==> src/rtl/core/kce_pkg.sv <==
// ----------------------------------------------------------------------------
// kce_pkg: shared types and helpers for the keypad code entry core
// Word layouts, register indexes, controller states and commands, and the
// cursor grid stepping function.
// ----------------------------------------------------------------------------
package kce_pkg;

   localparam int CODE_DIGITS_DEF = 8;
   localparam int ADDR_W          = 4;
   localparam int DIV_STEPS       = 17;   // quotient bits of accum / interval
   localparam int STEP_MOD        = 12;   // cursor path period

   localparam logic [3:0]  NO_CELL   = 4'd15;
   localparam logic [16:0] ACCUM_MAX = '1;
   localparam logic [23:0] TIME_MAX  = '1;

   localparam int KEY_A    = 4;
   localparam int KEY_B    = 5;
   localparam int KEY_X    = 6;
   localparam int KEY_Y    = 7;
   localparam int KEY_PLUS = 8;

   typedef enum logic [1:0] {
      REG_DELAY,
      REG_INTERVAL,
      REG_TIMEOUT,
      REG_ENABLE
   } reg_index_type;

   typedef struct packed {
      logic        req_type;
      logic [8:0]  pressed_now;
      logic [8:0]  held_now;
      logic [15:0] delta_ms;
   } req_word_type;

   typedef struct packed {
      logic        consumed;
      logic [3:0]  cursor_digit;
      logic [3:0]  code_length;
      logic [31:0] code_digits;
      logic        ready_to_submit;
      logic        locked_out;
   } rsp_word_type;

   typedef struct packed {
      logic [15:0] repeat_delay_ms;
      logic [15:0] repeat_interval_ms;
      logic [23:0] lock_limit_ms;
      logic        timeout_enable;
   } cfg_type;

   typedef enum logic [3:0] {
      ST_IDLE,
      ST_DECODE,
      ST_ACCUM,
      ST_DELAY,
      ST_DIV_INIT,
      ST_DIV,
      ST_STEP,
      ST_TICK_ADD,
      ST_TICK_CMP,
      ST_RESP
   } state_type;

   typedef enum logic [3:0] {
      OP_NONE,
      OP_LOAD,
      OP_APPLY,
      OP_ACCUM,
      OP_DELAY,
      OP_DIV_INIT,
      OP_DIV_STEP,
      OP_STEP,
      OP_TICK_ADD,
      OP_TICK_CMP,
      OP_RESULT
   } op_type;

   typedef enum logic [1:0] {
      KIND_SIMPLE,
      KIND_TICK,
      KIND_REPEAT
   } kind_type;

   typedef struct packed {
      op_type op;
   } cmd_type;

   typedef struct packed {
      kind_type kind;
      logic     accum_short;
      logic     repeat_active;
      logic     div_last;
      logic     steps_zero;
      logic     out_free;
   } stat_type;

   function automatic logic one_hot4(input logic [3:0] v);
      return (v != 4'd0) && ((v & (v - 4'd1)) == 4'd0);
   endfunction

   // Digit at a grid cell; the two empty cells read NO_CELL.
   function automatic logic [3:0] cell_at(input logic [1:0] row, input logic [1:0] col);
      logic [3:0] c;
      case ({row, col})
         4'b00_00: c = 4'd1;
         4'b00_01: c = 4'd2;
         4'b00_10: c = 4'd3;
         4'b01_00: c = 4'd4;
         4'b01_01: c = 4'd5;
         4'b01_10: c = 4'd6;
         4'b10_00: c = 4'd7;
         4'b10_01: c = 4'd8;
         4'b10_10: c = 4'd9;
         4'b11_01: c = 4'd0;
         default:  c = NO_CELL;
      endcase
      return c;
   endfunction

   // One cursor move with wrap; at most two empty cells are skipped.
   function automatic logic [3:0] step_cursor(input logic [3:0] pos, input logic [3:0] dir);
      logic [1:0] row;
      logic [1:0] col;
      logic [1:0] drow;
      logic [1:0] dcol;
      logic [2:0] csum;
      logic [3:0] hit;
      logic [3:0] res;
      logic       found;
      drow  = 2'd0;
      dcol  = 2'd0;
      res   = pos;
      found = 1'b0;
      case (pos)
         4'd1: begin row = 2'd0; col = 2'd0; end
         4'd2: begin row = 2'd0; col = 2'd1; end
         4'd3: begin row = 2'd0; col = 2'd2; end
         4'd4: begin row = 2'd1; col = 2'd0; end
         4'd5: begin row = 2'd1; col = 2'd1; end
         4'd6: begin row = 2'd1; col = 2'd2; end
         4'd7: begin row = 2'd2; col = 2'd0; end
         4'd8: begin row = 2'd2; col = 2'd1; end
         4'd9: begin row = 2'd2; col = 2'd2; end
         default: begin row = 2'd3; col = 2'd1; end
      endcase
      case (dir)
         4'b0001: drow = 2'd3;
         4'b0010: drow = 2'd1;
         4'b0100: dcol = 2'd2;
         4'b1000: dcol = 2'd1;
         default: found = 1'b1;
      endcase
      for (int k = 0; k < 3; k++) begin
         if (!found) begin
            csum = {1'b0, col} + {1'b0, dcol};
            if (csum >= 3'd3) begin
               csum = csum - 3'd3;
            end
            col  = csum[1:0];
            row  = row + drow;
            hit  = cell_at(row, col);
            if (hit != NO_CELL) begin
               res   = hit;
               found = 1'b1;
            end
         end
      end
      return res;
   endfunction

endpackage

==> src/rtl/core/kce_csr.sv <==
// ----------------------------------------------------------------------------
// kce_csr: configuration registers
// APB-style register file for repeat timing and the entry timeout.
// ----------------------------------------------------------------------------
module kce_csr (
   input  logic                        clock,
   input  logic                        reset,
   input  logic                        psel,
   input  logic                        penable,
   input  logic                        pwrite,
   input  logic [kce_pkg::ADDR_W-1:0]  paddr,
   input  logic [31:0]                 pwdata,
   output logic [31:0]                 prdata,
   output logic                        pready,
   output kce_pkg::cfg_type            cfg
);
   import kce_pkg::*;

   cfg_type       cfg_ff;
   cfg_type       cfg_in;
   reg_index_type idx;
   logic          wr_en;

   assign idx    = reg_index_type'(paddr[3:2]);
   assign wr_en  = psel & penable & pwrite;
   assign pready = 1'b1;
   assign cfg    = cfg_ff;

   always_comb begin
      cfg_in = cfg_ff;
      if (wr_en) begin
         case (idx)
            REG_DELAY:    cfg_in.repeat_delay_ms    = pwdata[15:0];
            REG_INTERVAL: cfg_in.repeat_interval_ms = pwdata[15:0];
            REG_TIMEOUT:  cfg_in.lock_limit_ms      = pwdata[23:0];
            REG_ENABLE:   cfg_in.timeout_enable     = pwdata[0];
            default:      cfg_in = cfg_ff;
         endcase
      end
   end

   always_comb begin
      case (idx)
         REG_DELAY:    prdata = 32'(cfg_ff.repeat_delay_ms);
         REG_INTERVAL: prdata = 32'(cfg_ff.repeat_interval_ms);
         REG_TIMEOUT:  prdata = 32'(cfg_ff.lock_limit_ms);
         REG_ENABLE:   prdata = 32'(cfg_ff.timeout_enable);
         default:      prdata = 32'd0;
      endcase
   end

   always_ff @(posedge clock) begin
      if (reset) begin
         cfg_ff.repeat_delay_ms    <= 16'd400;
         cfg_ff.repeat_interval_ms <= 16'd100;
         cfg_ff.lock_limit_ms      <= 24'd60000;
         cfg_ff.timeout_enable     <= 1'b0;
      end else begin
         cfg_ff <= cfg_in;
      end
   end

endmodule

==> src/rtl/core/kce_ctrl.sv <==
// ----------------------------------------------------------------------------
// kce_ctrl: sequencing state machine
// Walks one word through decode, repeat timing, division, cursor stepping
// or tick accounting, then hands the result to the output register.
// ----------------------------------------------------------------------------
module kce_ctrl (
   input  logic              clock,
   input  logic              reset,
   input  logic              req_valid,
   output logic              req_ready,
   input  kce_pkg::stat_type stat,
   output kce_pkg::cmd_type  cmd
);
   import kce_pkg::*;

   state_type state_ff;
   state_type state_in;

   // next state
   always_comb begin
      state_in = state_ff;
      case (state_ff)
         ST_IDLE: begin
            if (req_valid) state_in = ST_DECODE;
         end
         ST_DECODE: begin
            case (stat.kind)
               KIND_TICK:   state_in = ST_TICK_ADD;
               KIND_REPEAT: state_in = ST_ACCUM;
               default:     state_in = ST_RESP;
            endcase
         end
         ST_ACCUM:    state_in = ST_DELAY;
         ST_DELAY: begin
            if (!stat.repeat_active && stat.accum_short) state_in = ST_RESP;
            else state_in = ST_DIV_INIT;
         end
         ST_DIV_INIT: state_in = ST_DIV;
         ST_DIV: begin
            if (stat.div_last) state_in = ST_STEP;
         end
         ST_STEP: begin
            if (stat.steps_zero) state_in = ST_RESP;
         end
         ST_TICK_ADD: state_in = ST_TICK_CMP;
         ST_TICK_CMP: state_in = ST_RESP;
         ST_RESP: begin
            if (stat.out_free) state_in = ST_IDLE;
         end
         default:     state_in = ST_IDLE;
      endcase
   end

   // outputs
   always_comb begin
      req_ready = 1'b0;
      cmd.op    = OP_NONE;
      case (state_ff)
         ST_IDLE: begin
            req_ready = 1'b1;
            if (req_valid) cmd.op = OP_LOAD;
         end
         ST_DECODE:   cmd.op = OP_APPLY;
         ST_ACCUM:    cmd.op = OP_ACCUM;
         ST_DELAY: begin
            if (!stat.repeat_active && !stat.accum_short) cmd.op = OP_DELAY;
         end
         ST_DIV_INIT: cmd.op = OP_DIV_INIT;
         ST_DIV:      cmd.op = OP_DIV_STEP;
         ST_STEP: begin
            if (!stat.steps_zero) cmd.op = OP_STEP;
         end
         ST_TICK_ADD: cmd.op = OP_TICK_ADD;
         ST_TICK_CMP: cmd.op = OP_TICK_CMP;
         ST_RESP: begin
            if (stat.out_free) cmd.op = OP_RESULT;
         end
         default:     cmd.op = OP_NONE;
      endcase
   end

   always_ff @(posedge clock) begin
      if (reset) begin
         state_ff <= ST_IDLE;
      end else begin
         state_ff <= state_in;
      end
   end

endmodule

==> src/rtl/core/kce_dpath.sv <==
// ----------------------------------------------------------------------------
// kce_dpath: entry datapath
// Input word latch, cursor, digit store, repeat accumulator with a
// one-bit-per-cycle divider, timeout counter and output register.
// ----------------------------------------------------------------------------
module kce_dpath #(
   parameter int CODE_DIGITS = kce_pkg::CODE_DIGITS_DEF
) (
   input  logic                  clock,
   input  logic                  reset,
   input  kce_pkg::req_word_type req_word,
   input  kce_pkg::cfg_type      cfg,
   input  kce_pkg::cmd_type      cmd,
   output kce_pkg::stat_type     stat,
   output logic                  rsp_valid,
   input  logic                  rsp_ready,
   output kce_pkg::rsp_word_type rsp_word
);
   import kce_pkg::*;

   localparam int CNT_W     = $clog2(CODE_DIGITS + 1);
   localparam int IDX_W     = (CODE_DIGITS > 1) ? $clog2(CODE_DIGITS) : 1;
   localparam int DIV_CNT_W = $clog2(DIV_STEPS + 1);
   localparam int SHOWN     = (CODE_DIGITS < 8) ? CODE_DIGITS : 8;

   // control state
   logic [3:0]           cursor_ff, cursor_in;
   logic [CNT_W-1:0]     count_ff, count_in;
   logic [3:0]           dir_ff, dir_in;
   logic [16:0]          accum_ff, accum_in;
   logic                 active_ff, active_in;
   logic [23:0]          total_ff, total_in;
   logic                 expired_ff, expired_in;
   logic [DIV_CNT_W-1:0] div_cnt_ff, div_cnt_in;
   logic [3:0]           steps_ff, steps_in;
   logic                 rsp_valid_ff, rsp_valid_in;

   // payload
   req_word_type         in_ff;
   logic [3:0]           store_ff [CODE_DIGITS];
   logic                 consumed_ff, consumed_in;
   logic [16:0]          dvd_ff, dvd_in;
   logic [15:0]          rem_ff, rem_in;
   logic [3:0]           q12_ff, q12_in;
   rsp_word_type         rsp_word_ff;
   rsp_word_type         rsp_word_in;

   logic [3:0]  down, hold;
   logic        conflict;
   logic        is_tick;
   logic        tick_live;
   logic        store_we;
   kind_type    kind_sel;
   logic [15:0] ivl;
   logic [16:0] div_t, div_sub;
   logic        div_ge;
   logic [15:0] rem_nx;
   logic [4:0]  q2;
   logic [3:0]  q_nx;
   logic [17:0] accum_sum;
   logic [24:0] total_sum;
   logic [31:0] packed_digits;

   assign down     = in_ff.pressed_now[3:0];
   assign hold     = in_ff.held_now[3:0];
   assign is_tick  = in_ff.req_type;
   assign conflict = ((down != 4'd0) && !one_hot4(down)) ||
                     ((hold != 4'd0) && !one_hot4(hold)) ||
                     ((down != 4'd0) && (hold != 4'd0) && (down != hold));
   assign tick_live = !expired_ff && (in_ff.delta_ms != 16'd0) && cfg.timeout_enable;

   always_comb begin
      if (is_tick) begin
         kind_sel = tick_live ? KIND_TICK : KIND_SIMPLE;
      end else if (!expired_ff && ((down | hold) != 4'd0) && !conflict &&
                   (down == 4'd0) && (dir_ff == hold)) begin
         kind_sel = KIND_REPEAT;
      end else begin
         kind_sel = KIND_SIMPLE;
      end
   end

   assign stat.kind          = kind_sel;
   assign stat.accum_short   = accum_ff < {1'b0, cfg.repeat_delay_ms};
   assign stat.repeat_active = active_ff;
   assign stat.div_last      = div_cnt_ff == DIV_CNT_W'(1);
   assign stat.steps_zero    = steps_ff == 4'd0;
   assign stat.out_free      = !rsp_valid_ff || rsp_ready;

   // restoring divider step, quotient kept mod 12
   assign ivl     = (cfg.repeat_interval_ms == 16'd0) ? 16'd1 : cfg.repeat_interval_ms;
   assign div_t   = {rem_ff, dvd_ff[16]};
   assign div_ge  = div_t >= {1'b0, ivl};
   assign div_sub = div_t - {1'b0, ivl};
   assign rem_nx  = div_ge ? div_sub[15:0] : div_t[15:0];
   assign q2      = {q12_ff, 1'b0} + 5'(div_ge);
   assign q_nx    = (q2 >= 5'(STEP_MOD)) ? 4'(q2 - 5'(STEP_MOD)) : q2[3:0];

   assign accum_sum = {1'b0, accum_ff} + {2'b0, in_ff.delta_ms};
   assign total_sum = {1'b0, total_ff} + {9'd0, in_ff.delta_ms};

   always_comb begin
      cursor_in    = cursor_ff;
      count_in     = count_ff;
      dir_in       = dir_ff;
      accum_in     = accum_ff;
      active_in    = active_ff;
      total_in     = total_ff;
      expired_in   = expired_ff;
      div_cnt_in   = div_cnt_ff;
      steps_in     = steps_ff;
      consumed_in  = consumed_ff;
      dvd_in       = dvd_ff;
      rem_in       = rem_ff;
      q12_in       = q12_ff;
      store_we     = 1'b0;
      rsp_valid_in = rsp_valid_ff & ~rsp_ready;
      case (cmd.op)
         OP_APPLY: begin
            if (is_tick || expired_ff) begin
               consumed_in = 1'b0;
            end else if (down == 4'd0 && hold == 4'd0) begin
               dir_in    = 4'd0;
               accum_in  = 17'd0;
               active_in = 1'b0;
               consumed_in = |in_ff.pressed_now[KEY_PLUS:KEY_A];
               if (in_ff.pressed_now[KEY_X]) begin
                  if (count_ff != CNT_W'(0)) count_in = count_ff - CNT_W'(1);
               end else if (in_ff.pressed_now[KEY_Y]) begin
                  count_in = CNT_W'(0);
               end else if (in_ff.pressed_now[KEY_A]) begin
                  if (count_ff < CNT_W'(CODE_DIGITS)) begin
                     store_we = 1'b1;
                     count_in = count_ff + CNT_W'(1);
                  end
               end
            end else begin
               consumed_in = 1'b1;
               if (conflict) begin
                  dir_in    = 4'd0;
                  accum_in  = 17'd0;
                  active_in = 1'b0;
               end else if (down != 4'd0) begin
                  cursor_in = step_cursor(cursor_ff, down);
                  dir_in    = down;
                  accum_in  = 17'd0;
                  active_in = 1'b0;
               end else if (dir_ff != hold) begin
                  dir_in    = hold;
                  accum_in  = 17'd0;
                  active_in = 1'b0;
               end
            end
         end
         OP_ACCUM: begin
            accum_in = accum_sum[17] ? ACCUM_MAX : accum_sum[16:0];
         end
         OP_DELAY: begin
            accum_in  = accum_ff - {1'b0, cfg.repeat_delay_ms};
            active_in = 1'b1;
            cursor_in = step_cursor(cursor_ff, dir_ff);
         end
         OP_DIV_INIT: begin
            dvd_in     = accum_ff;
            rem_in     = 16'd0;
            q12_in     = 4'd0;
            div_cnt_in = DIV_CNT_W'(DIV_STEPS);
         end
         OP_DIV_STEP: begin
            dvd_in     = {dvd_ff[15:0], 1'b0};
            rem_in     = rem_nx;
            q12_in     = q_nx;
            div_cnt_in = div_cnt_ff - DIV_CNT_W'(1);
            if (stat.div_last) begin
               accum_in = {1'b0, rem_nx};
               steps_in = q_nx;
            end
         end
         OP_STEP: begin
            cursor_in = step_cursor(cursor_ff, dir_ff);
            steps_in  = steps_ff - 4'd1;
         end
         OP_TICK_ADD: begin
            total_in = total_sum[24] ? TIME_MAX : total_sum[23:0];
         end
         OP_TICK_CMP: begin
            if (total_ff >= cfg.lock_limit_ms) expired_in = 1'b1;
         end
         OP_RESULT: begin
            rsp_valid_in = 1'b1;
         end
         default: begin
         end
      endcase
   end

   // only the first eight digits are shown; nibbles past the count read zero
   always_comb begin
      packed_digits = 32'd0;
      for (int i = 0; i < SHOWN; i++) begin
         if (CNT_W'(i) < count_ff) packed_digits[4*i +: 4] = store_ff[i];
      end
   end

   always_comb begin
      rsp_word_in.consumed        = consumed_ff;
      rsp_word_in.cursor_digit    = cursor_ff;
      rsp_word_in.code_length     = 4'(count_ff);
      rsp_word_in.code_digits     = packed_digits;
      rsp_word_in.ready_to_submit = !expired_ff && (count_ff == CNT_W'(CODE_DIGITS));
      rsp_word_in.locked_out      = expired_ff;
   end

   always_ff @(posedge clock) begin
      if (reset) begin
         cursor_ff    <= 4'd1;
         count_ff     <= CNT_W'(0);
         dir_ff       <= 4'd0;
         accum_ff     <= 17'd0;
         active_ff    <= 1'b0;
         total_ff     <= 24'd0;
         expired_ff   <= 1'b0;
         div_cnt_ff   <= DIV_CNT_W'(0);
         steps_ff     <= 4'd0;
         rsp_valid_ff <= 1'b0;
      end else begin
         cursor_ff    <= cursor_in;
         count_ff     <= count_in;
         dir_ff       <= dir_in;
         accum_ff     <= accum_in;
         active_ff    <= active_in;
         total_ff     <= total_in;
         expired_ff   <= expired_in;
         div_cnt_ff   <= div_cnt_in;
         steps_ff     <= steps_in;
         rsp_valid_ff <= rsp_valid_in;
      end
   end

   always_ff @(posedge clock) begin
      if (cmd.op == OP_LOAD) in_ff <= req_word;
      if (store_we) store_ff[count_ff[IDX_W-1:0]] <= cursor_ff;
      if (cmd.op == OP_RESULT) rsp_word_ff <= rsp_word_in;
      consumed_ff <= consumed_in;
      dvd_ff      <= dvd_in;
      rem_ff      <= rem_in;
      q12_ff      <= q12_in;
   end

   assign rsp_valid = rsp_valid_ff;
   assign rsp_word  = rsp_word_ff;

endmodule

==> src/rtl/core/keypad_code_entry_with_repeat_core.sv <==
// ----------------------------------------------------------------------------
// keypad_code_entry_with_repeat_core: D-pad driven numeric code entry
// Flow: a plain button word goes from decode to the response; a tick adds
//   its delta and checks the timeout; a held-direction repeat word, once the
//   delay is reached, divides the repeat accumulator by the interval, then
//   makes up to 11 cursor steps. A new word is taken only when the sequencer
//   is idle, also while the last result still sits in the output register.
// Reset (synchronous, active high): cursor on 1, empty code, no repeat,
//   timeout clear, registers 400 / 100 / 60000 / disabled.
// ----------------------------------------------------------------------------
module keypad_code_entry_with_repeat_core #(
   parameter int CODE_DIGITS = kce_pkg::CODE_DIGITS_DEF
) (
   input  logic                        clock,
   input  logic                        reset,
   // request channel
   input  logic                        req_valid,
   output logic                        req_ready,
   input  kce_pkg::req_word_type       req_word,
   // response channel
   output logic                        rsp_valid,
   input  logic                        rsp_ready,
   output kce_pkg::rsp_word_type       rsp_word,
   // register port
   input  logic                        psel,
   input  logic                        penable,
   input  logic                        pwrite,
   input  logic [kce_pkg::ADDR_W-1:0]  paddr,
   input  logic [31:0]                 pwdata,
   output logic [31:0]                 prdata,
   output logic                        pready
);
   import kce_pkg::*;

   cfg_type  cfg;
   cmd_type  cmd;
   stat_type stat;

   // Register file: repeat delay, repeat interval, timeout, timeout enable.
   kce_csr u_csr (
      .clock   (clock),
      .reset   (reset),
      .psel    (psel),
      .penable (penable),
      .pwrite  (pwrite),
      .paddr   (paddr),
      .pwdata  (pwdata),
      .prdata  (prdata),
      .pready  (pready),
      .cfg     (cfg)
   );

   // Controller: one word at a time; ready only when the sequencer is idle.
   kce_ctrl u_ctrl (
      .clock     (clock),
      .reset     (reset),
      .req_valid (req_valid),
      .req_ready (req_ready),
      .stat      (stat),
      .cmd       (cmd)
   );

   // Datapath: the entry state registers and the output register live here.
   kce_dpath #(
      .CODE_DIGITS (CODE_DIGITS)
   ) u_dpath (
      .clock     (clock),
      .reset     (reset),
      .req_word  (req_word),
      .cfg       (cfg),
      .cmd       (cmd),
      .stat      (stat),
      .rsp_valid (rsp_valid),
      .rsp_ready (rsp_ready),
      .rsp_word  (rsp_word)
   );

   // Sequencer is busy right after taking a word.
   a_busy_after_accept: assert property (@(posedge clock) disable iff (reset)
      (req_valid && req_ready) |=> !req_ready)
      else $error("req_ready high the cycle after an accept");

   // Cursor always sits on a real digit.
   a_cursor_digit: assert property (@(posedge clock) disable iff (reset)
      rsp_valid |-> (rsp_word.cursor_digit <= 4'd9))
      else $error("cursor off the digit grid");

   // Locked entry never reports a submittable code.
   a_lock_vs_submit: assert property (@(posedge clock) disable iff (reset)
      (rsp_valid && rsp_word.locked_out) |-> !rsp_word.ready_to_submit)
      else $error("ready_to_submit while locked out");

   // Reported length never passes the code size.
   a_length_bound: assert property (@(posedge clock) disable iff (reset)
      rsp_valid |-> ({1'b0, rsp_word.code_length} <= 5'(CODE_DIGITS)))
      else $error("code_length beyond code size");

endmodule
==> config.mk <==
export PLATFORM = sky130hd
export DESIGN_NAME = keypad_code_entry_with_repeat_core
export DESIGN_NICKNAME = d
export VERILOG_FILES = /design/src/rtl/core/kce_pkg.sv /design/src/rtl/core/kce_csr.sv /design/src/rtl/core/kce_ctrl.sv /design/src/rtl/core/kce_dpath.sv /design/src/rtl/core/keypad_code_entry_with_repeat_core.sv
export SDC_FILE = /design/constraint.sdc
export NUM_CORES = 1
export LEC_CHECK = 0
export ABC_AREA = 1
export BUFFER_PORTS_ARGS = -buffer_cell sky130_fd_sc_hd__buf_2
export CAP_MARGIN = 30
export CORE_AREA = 4 4 219 221
export CTS_CLUSTER_SIZE = 12
export DETAILED_ROUTE_END_ITERATION = 10
export DIE_AREA = 0 0 223 225
export PLACE_DENSITY = 0.63
export SETUP_SLACK_MARGIN = 0.2
export SLEW_MARGIN = 20
export SYNTH_ARGS = -nofsm -noshare
export SYNTH_HDL_FRONTEND = slang
export SYNTH_HIERARCHICAL = 1
export SYNTH_SLANG_ARGS = --single-unit
==> constraint.sdc <==
create_clock -name clock -period 9.1 [get_ports clock]
set_input_delay 0 -clock clock [delete_from_list [all_inputs] [get_ports clock]]
set_output_delay 0 -clock clock [all_outputs]
set_load 0.005 [all_outputs]
# After elaboration in Yosys (flattened, before gate mapping)
# Memory sizes are Yosys's and may differ from the RTL's. A register that Yosys moved wholly into a read port is not among the register bits.
# Index checks and enable logic that the tools add are counted.
# word_totals
inputBits	78
regBits	205
word_cells	497
romBits	768
memories	13
ramBits	32
out_inout_bits	78
# op_classes
n_eq_ne	57
n_reduce_logical	71
muxes	259
order_cmp	22
n_addsub	39
bitwise_logic	8
# mem_list
name	depth	width	rd	rd_ports_with_merged_regs	write_ports	line_no	text
(no name shown)	16	4	1	1	0	kce_pkg.sv:136	case (pos)
(no name shown)	16	4	1	0	0	kce_pkg.sv:106	case ({row, col})
(no name shown)	16	4	1	0	0	kce_pkg.sv:106	
(no name shown)	16	4	1	0	0	kce_pkg.sv:106	
(no name shown)	16	4	1	1	0	kce_pkg.sv:136	
(no name shown)	16	4	1	0	0	kce_pkg.sv:106	
+7 memories	n/a	n/a	n/a	n/a	n/a	n/a	
# ops
op	count
$mux W4	82
$mux W2	95
$pmux W32 S4	1
$mux W17	7
$pmux W4 S10	2
$pmux W17 S4	1
$mux W1	54
$eq A4 B3 Y1 const B	10
$ne A4 B4 Y1 const B	9
$pmux W17 S2	1
$eq A4 B4 Y1 const B	8
$mux W16	2
$pmux W16 S2	1
$add A2 B2 Y3	9
$ge A3 B2 Y1 const B	9
$add A24 B16 Y25	1
$eq A4 B2 Y1 const B	6
$ge A24 B24 Y1	1
$logic_not A4 Y1	6
$mux W24	1
$pmux W4 S2	3
$reduce_bool A4 Y1	6
$add A17 B16 Y18	1
$add A2 B2 Y2	9
other kinds (48)	131

# Longest topological paths before layout
# Gate-level depths: netlist of the first run.
# An unclocked memory read counts as a cell.
# logic_depth
depth_word	80
depth_mapped	52

# Hierarchy
# Netlist of the first run, hierarchy kept.
# by_module_without_submodules
mod	area_each_um2	seq_area_each_um2	instances	cells_per_inst
kce_dpath	14958.1	5675.4	1	1905
kce_csr	2782.7	1141.1	1	433
kce_ctrl	494.2	80.1	1	85

# Worst setup path before layout of the first run
# Ideal clock, no wire load.
# synth_path
path_kind	register -> register
startpoint	reg u_dpath.in_ff (netlist bit u_dpath/down[0])
endpoint	reg with a tool-made name
stages_incl_launch_ff	49
n_path_buf	0
path_slack_ns	2.714
required_ns	8.986
t_arrival_ns	6.272
path_cell_list	edfxtp_1 -> nor2_2 -> inv_2 -> nor3_2 -> xor2_1 -> ha_1 -> ha_1 -> nor2_1 -> nand2_1 -> inv_1 -> nand2_1 -> nand2_1 -> nand2_1 -> o21ai_0 -> ha_1 -> ha_1 -> ha_1 -> a211o_1 -> [... 13 more ...] -> nand2_2 -> ha_1 -> nand2_1 -> nand2_1 -> nand2_1 -> nand2_1 -> inv_2 -> nand2_1 -> o21bai_4 -> nand3_1 -> nand2_1 -> nand2_1 -> nand2_1 -> nand2_1 -> nand2_2 -> nor2_1 -> o21ai_1 -> nand2_1
# synth_rtl
element	line_no	text
start: declaration	kce_dpath.sv:39	req_word_type in_ff;
start signal: assignment	kce_dpath.sv:241	if (cmd.op == OP_LOAD) in_ff <= req_word;

==> results.json, run 1 <==
{
  "status": "completed",
  "tightest_slew_ns": 0.9063,
  "syn-cell-area_um2": 18230,
  "place.gp.congestion": 0.9046,
  "drtAntennaViolNets": 0,
  "cts-root-buf": "clkbuf_16",
  "power_uw": 3519,
  "path_class": "reg2reg",
  "cts.sinks": 273,
  "die_y_um": 225,
  "port_buffers": 131,
  "detail_route.wl_per_cell_um": 14.89,
  "area_growth_pct": 16.12,
  "min_period_ns": 7.300,
  "grt_antenna_before_repair": 0,
  "clock_path_buffers": 3,
  "required_ns": 9.52,
  "hold_path_class": "in2reg",
  "report.final.hold_viol_count": 0,
  "antenna_cells": 0,
  "grt-ovfl-total": 0,
  "grt_pass1_vias": 15540,
  "seqCellArea_um2": 6897,
  "grt_pass1_wl_um": 78310,
  "nNetsFinal": 2842,
  "syn_inst": 2423,
  "start_util_pct": 39.50,
  "maxCapViolCount": 0,
  "grt_use_total_pct": 18.82,
  "synth_seq_cells": 273,
  "period_share_pct": 80.22,
  "ir_drop_mv": 0.1031,
  "vias": 16220,
  "insertion_delay_ns": 0.54,
  "worstPathArrival_ns": 7.72,
  "dpl.hpwl_um": 35980,
  "setup_tns_ns": 0,
  "cts_tree": "yes",
  "fmax_ghz": 0.1370,
  "syn_avg_cell_area_um2": 7.526,
  "grt_start_max_net_pins": 51,
  "clk_pin_slew_ns": 0.06,
  "drc_errors": 0,
  "rsz0062_at_grt": "false",
  "p_per_area_nw_per_um2": 166.2,
  "start_kind": "flip-flop",
  "cp_slowest_cell": "nor3_2",
  "crit_path_max_incr_delay_ns": 0.49,
  "synth_flop_cell": "edfxtp_1",
  "drtPass1Iterations": 5,
  "cts_buffers": 34,
  "worst_setup_path_end_kind": "flip-flop",
  "drv_slew": 0,
  "cellLeakagePower_uw": 0.01008,
  "synth.distinct_cells": 70,
  "core_area_um2": 46160,
  "ff2ff_setup_slack_ns": 1.80,
  "wirelength_um": 48310,
  "num_rows": 79,
  "crit_fanout": 5,
  "relSlewSlack_pct": 39.43,
  "ys_seq_area_share_pct": 37.82,
  "skew_ns": 0.02456,
  "setup_viol": 0,
  "drive_above_1_share_pct": 11.71,
  "die_area_um2": 50180,
  "cts_max_level": 2,
  "fillers": 4515,
  "drt-initial-drc-count": 1117,
  "fp.dieW_um": 223,
  "cpMostUsedCell": "nand2_1",
  "via_per_inst": 4.998,
  "synthArstFlopShare_pct": 0,
  "synth-edff-count": 143,
  "ioPinCount": 156,
  "ys_warn_count": 6,
  "multi_input_area_um2": 9612
}
==> Yosys cell counts, types with 6 or more instances <==
master | n | area (um2)
edfxtp_1 | 143 | 4294
buf_4 | 16 | 120.1
nand3_1 | 152 | 760.7
nand2_1 | 557 | 2091
nor2_4 | 9 | 101.4
nor3_1 | 21 | 105.1
a21oi_1 | 141 | 705.7
clkbuf_1 | 25 | 93.84
o211ai_1 | 12 | 90.09
nand4_1 | 12 | 75.07
o21ai_0 | 106 | 530.5
xnor2_1 | 16 | 140.1
o21bai_1 | 15 | 112.6
dfxtp_1 | 130 | 2603
nand2_4 | 6 | 67.56
nand3_2 | 12 | 120.1
xor2_1 | 47 | 411.6
nor2_2 | 11 | 68.82
nor4_1 | 15 | 93.84
o22ai_1 | 7 | 43.79
inv_2 | 26 | 97.59
inv_1 | 356 | 1336
buf_2 | 11 | 55.05
a211oi_1 | 14 | 105.1
nand2_2 | 28 | 175.2
o21ai_1 | 10 | 50.05
ha_1 | 147 | 1839
a31oi_1 | 11 | 68.82
nor2_1 | 280 | 1051
==> layout by cell type (no fill, tap or decap), types with 16 or more instances in the layout <==
master / instances
xor2_1: 47
o21ai_0: 106
nand3_1: 152
nand2_2: 28
ha_1: 147
inv_1: 355
xnor2_1: 16
nor2_1: 274
nor3_1: 20
dlygate4sd3_1: 61
buf_2: 131
dfxtp_1: 130
a21oi_1: 141
edfxtp_1: 143
inv_2: 27
clkbuf_16: 34
nand2_1: 557
==> per-layer routing <==
| metal | vias to the layer above | share of wire, % | global-route usage (%) |
|---|---|---|---|
| met5 | - | 0 | 0 |
| met4 | 0 | 2.4 | 4.912 |
| met3 | 70 | 5.9 | 3.113 |
| met2 | 471 | 47 | 32.48 |
| met1 | 7418 | 44 | 24.68 |
| li1 | 8260 | - | - |
==> kinds of logic after synthesis <==
group	Yosys count	share of synthesized area, %
simple gates	1128	27.25
buf+inv	446	9.778
compound gates	359	11.51
flops	273	37.82
fa+ha+maj	151	10.53
xor+xnor	63	3.026
other cells	2	0.04118
mux	1	0.05489
==> flip-flops by register name, summed over array words and instances, names as in the netlist, 4 cells and up, named ones only <==
signal and cells:
u_dpath/div_cnt_ff 5, u_dpath/steps_ff 4, u_dpath/total_ff 24, u_dpath/down 4, u_csr/cfg 57, u_ctrl/state_ff 4
u_dpath/store_ff 32, u_dpath/rsp_word 43, u_dpath/q12_ff 4, u_dpath/cursor_ff 4, u_dpath/count_ff 4, u_dpath/in_ff 21
u_dpath/dvd_ff 17, u_dpath/accum_ff 17, u_dpath/dir_ff 4, u_dpath/hold 4, u_dpath/rem_ff 16
==> per-stage QoR <==
step	utilization [%]	setup WS (ns)	hold slack, ns	instance area [um2]	instances
after global placement	42.16	2.081	0.1778	19460	3120
after floorplan	-	2.714	0.06907	18260	2430
final	45.87	1.800	0.03513	21180	3245
after global routing	45.87	1.053	0.04195	21180	3245
after CTS	45.82	1.811	0.008132	21150	3244
after detailed placement	42.23	1.827	0.1792	19490	3122
==> layout make-up <==
cell class                 count  area share, %
multi-input combinational   1711          45.39
sequential                   273          32.57
inverter                     387          6.884
timing repair buffer         206          6.612
clock buffer                  46          4.278
tap                          607          3.587
clock inverter                15         0.6795
==> critical path, delay by kind of cell, from the launching register on <==
| kind | cells | cell delay [ns] |
|---|---|---|
| DFF | 1 | 0.43 |
| xor gates and xnor gates | 2 | 0.49 |
| adders and majority gates | 9 | 2.17 |
| AOI/OAI and AO/OA | 6 | 1.06 |
| buffers and inverters | 6 | 0.56 |
| and+or+nand+nor | 25 | 2.47 |
==> where the power goes <==
group          switching [uW]  leakage (uW)  internal (uW)
Sequential               50.6       0.00236           1340
Combinational             541       0.00721            298
Clock                     526      0.000509            759
Total                    1120        0.0101           2400
==> worst paths after layout <==
kind | endpoint | from | cells past startpoint
setup / recovery | flip-flop | u_dpath/down[0]$_DFFE_PN_ | 48
hold / removal | u_csr/cfg[45]$_SDFFE_PP1P_ | penable | 5
setup reg to reg | flip-flop | u_dpath/down[0]$_DFFE_PN_ | 48
hold reg to reg | u_dpath/rsp_word[42]$_DFFE_PP_ | u_dpath/consumed_ff$_SDFFCE_PP0P_ | 0
==> timing repair <==
action,in CTS,in global routing
hold buffers,61,0
resized for setup,0,0
setup buffers,0,0
hold endpoints to repair,90,0
(Power assumes the default switching activity.)
==> inputs of run 2 (changes only) <==
==> constraint.sdc (replaced) <==
create_clock -name clock -period 7.5 [get_ports clock]
set_input_delay 0 -clock clock [delete_from_list [all_inputs] [get_ports clock]]
set_output_delay 0 -clock clock [all_outputs]
set_load 0.005 [all_outputs]
==> run 2 against run 1 <==
Net effect: count of clock-buffer cells in the layout rose by 5; sequential share of layout area is 0.21 points lower; design area up 0.65%; combinational power is 24% higher; clock skew rose by 0.0041 ns; register-to-register slack worse by 0.94 ns; first-iteration DRC count is 6.0% lower; final cell count up 0.22%; largest power group unchanged; highest routed layer unchanged; via count rose by 0.37%; clock power increased by 25%; utilization rose by 0.30 points; wire length increased by 0.59%.
==> results.json, run 2 (synthesized netlist as in run 1, its figures left out) <==
{
  "cp_top_family": "simple AND/OR/NAND/NOR gates",
  "required_ns": 7.92,
  "r2r_start": "u_dpath/down[0]$_DFFE_PN_",
  "grt_pass1_wl_um": 78480,
  "rsz0062_at_grt": "false",
  "nNetsFinal": 2851,
  "crit_path_max_incr_delay_ns": 0.47,
  "crit_buf_inv": 7,
  "drc_errors": 0,
  "port_buffers": 131,
  "dp_worst_setup_slack_ns": 0.2914,
  "core_area_um2": 46160,
  "ioPinCount": 156,
  "report.final.hold_viol_count": 0,
  "drt-initial-drc-count": 1050,
  "antenna_cells": 0,
  "setup_viol": 0,
  "grt_pass1_vias": 15550,
  "grt-ovfl-total": 0,
  "crit_fanout": 4,
  "p_per_area_nw_per_um2": 203.7,
  "worstPathArrival_ns": 7.06,
  "tightest_slew_ns": 0.9183,
  "drv_slew": 0,
  "maxCapViolCount": 0,
  "largest_reg_flops": 57,
  "min_from": "pwrite",
  "clock_path_buffers": 3,
  "layout_common_cells": "nand2_1, inv_1, nor2_1",
  "min_to": "u_csr/cfg[26]$_SDFFE_PP0P_",
  "setup_tns_ns": 0,
  "wirelength_um": 48590,
  "fp.dieW_um": 223,
  "detail_route.wl_per_cell_um": 14.94,
  "drtAntennaViolNets": 0,
  "power_uw": 4340,
  "hold_path_depth": 5,
  "cp_slowest_cell": "edfxtp_1",
  "grt_start_max_net_pins": 58,
  "die_area_um2": 50180,
  "place.gp.congestion": 0.8962,
  "relSlewSlack_pct": 38.63,
  "cts.sinks": 273,
  "cts_buffers": 34,
  "hold_path_class": "in2reg",
  "insertion_delay_ns": 0.54,
  "num_rows": 79,
  "grt_use_total_pct": 19.00,
  "grt_antenna_before_repair": 0,
  "vias": 16280,
  "layout_setup_ws_ns": 0.8596,
  "cts_tree": "yes",
  "cts-root-buf": "clkbuf_16",
  "ff2ff_setup_slack_ns": 0.86,
  "period_share_pct": 88.54,
  "cpMostUsedCell": "nand2_1",
  "fillers": 4508,
  "ir_drop_mv": 0.1872,
  "area_growth_pct": 16.88,
  "status": "completed",
  "start_util_pct": 39.50,
  "drtPass1Iterations": 5,
  "layout_commonest_cell": "nand2_1",
  "multi_input_area_um2": 9647,
  "cellLeakagePower_uw": 0.01014,
  "start_kind": "flip-flop",
  "skew_ns": 0.02868,
  "die_y_um": 225,
  "path_class": "reg2reg",
  "worst_setup_path_end_kind": "flip-flop",
  "seqCellArea_um2": 6897,
  "min_period_ns": 6.640,
  "dpl.hpwl_um": 36090,
  "rr_worst_depth": 49,
  "cts_max_level": 2,
  "drive_above_1_share_pct": 12.29,
  "via_per_inst": 5.006,
  "fmax_ghz": 0.1506,
  "clk_pin_slew_ns": 0.06
}
run 2: cell count changes in the layout (fill, tap and decap cells not counted), sizes merged:
cell         change
dlygate4sd3      +1
buf              +8
clkbuf           +5
inv              +1
clkinvlp         +2
clkinv          -10
run 2: per-stage QoR:
step	cell area [um2]	hold WS [ns]	std cells	util, %
after global placement	19480	0.1765	3122	42.19
after floorplan	18260	0.06907	2430	-
after global routing	21310	0.04560	3252	46.17
after detailed placement	19500	0.1781	3124	42.24
after CTS	21210	0.004563	3245	45.95
final	21310	0.03363	3252	46.17
run 2: cell type report:
cell class                      instances  share of cell area (%)
Multi-Input combinational cell       1711                   45.26
Sequential cell                       273                   32.36
Timing Repair Buffer                  215                   6.863
Inverter                              387                   6.839
Clock buffer                           51                   4.573
Tap cell                              607                   3.563
Clock inverter                          8                  0.5401
run 2: power breakdown:
| group | internal, uW | switching (uW) |
|---|---|---|
| sequential | 1630 | 62.1 |
| clock | 970 | 637 |
| combinational | 374 | 666 |
run 2: how the worst max path moves through the flow:
stage | from | endpoint | slack, ns | depth (start not counted)
after floorplan | u_dpath/down[0]$_DFFE_PN_ | flip-flop | 1.11 | 48
after global placement | u_dpath/down[0]$_DFFE_PN_ | flip-flop | 0.57 | 48
after detailed placement | u_dpath/down[0]$_DFFE_PN_ | flip-flop | 0.29 | 48
after CTS | u_dpath/down[0]$_DFFE_PN_ | flip-flop | 0.27 | 48
after global routing | u_dpath/dir_ff[0]$_SDFFE_PP0P_ | flip-flop | 0.19 | 48
final | u_dpath/down[0]$_DFFE_PN_ | flip-flop | 0.86 | 49
run 2: repair_timing:
action / 4_1_cts / 5_1_grt
buffers inserted: 0 / 6
endpoints found under the hold margin: 90 / 0
resized for setup: 0 / 10
setup endpoints to repair: 0 / 8
hold buffers: 62 / 0
run 2: worst min-delay path, cell delays in order:
cell and delay [ns]:
buf_2 0.11, nand3_2 0.15, nor2_4 0.12, nor2_1 0.10, nor2_1 0.05
run 2: metal layers:
metal,vias to the layer above,routed length [um],GRT usage (%)
li1,8281,-,-
met1,7447,21300,24.63
met2,472,22910,32.19
met3,79,2916,3.270
met4,0,1469,6.681
met5,-,0,0
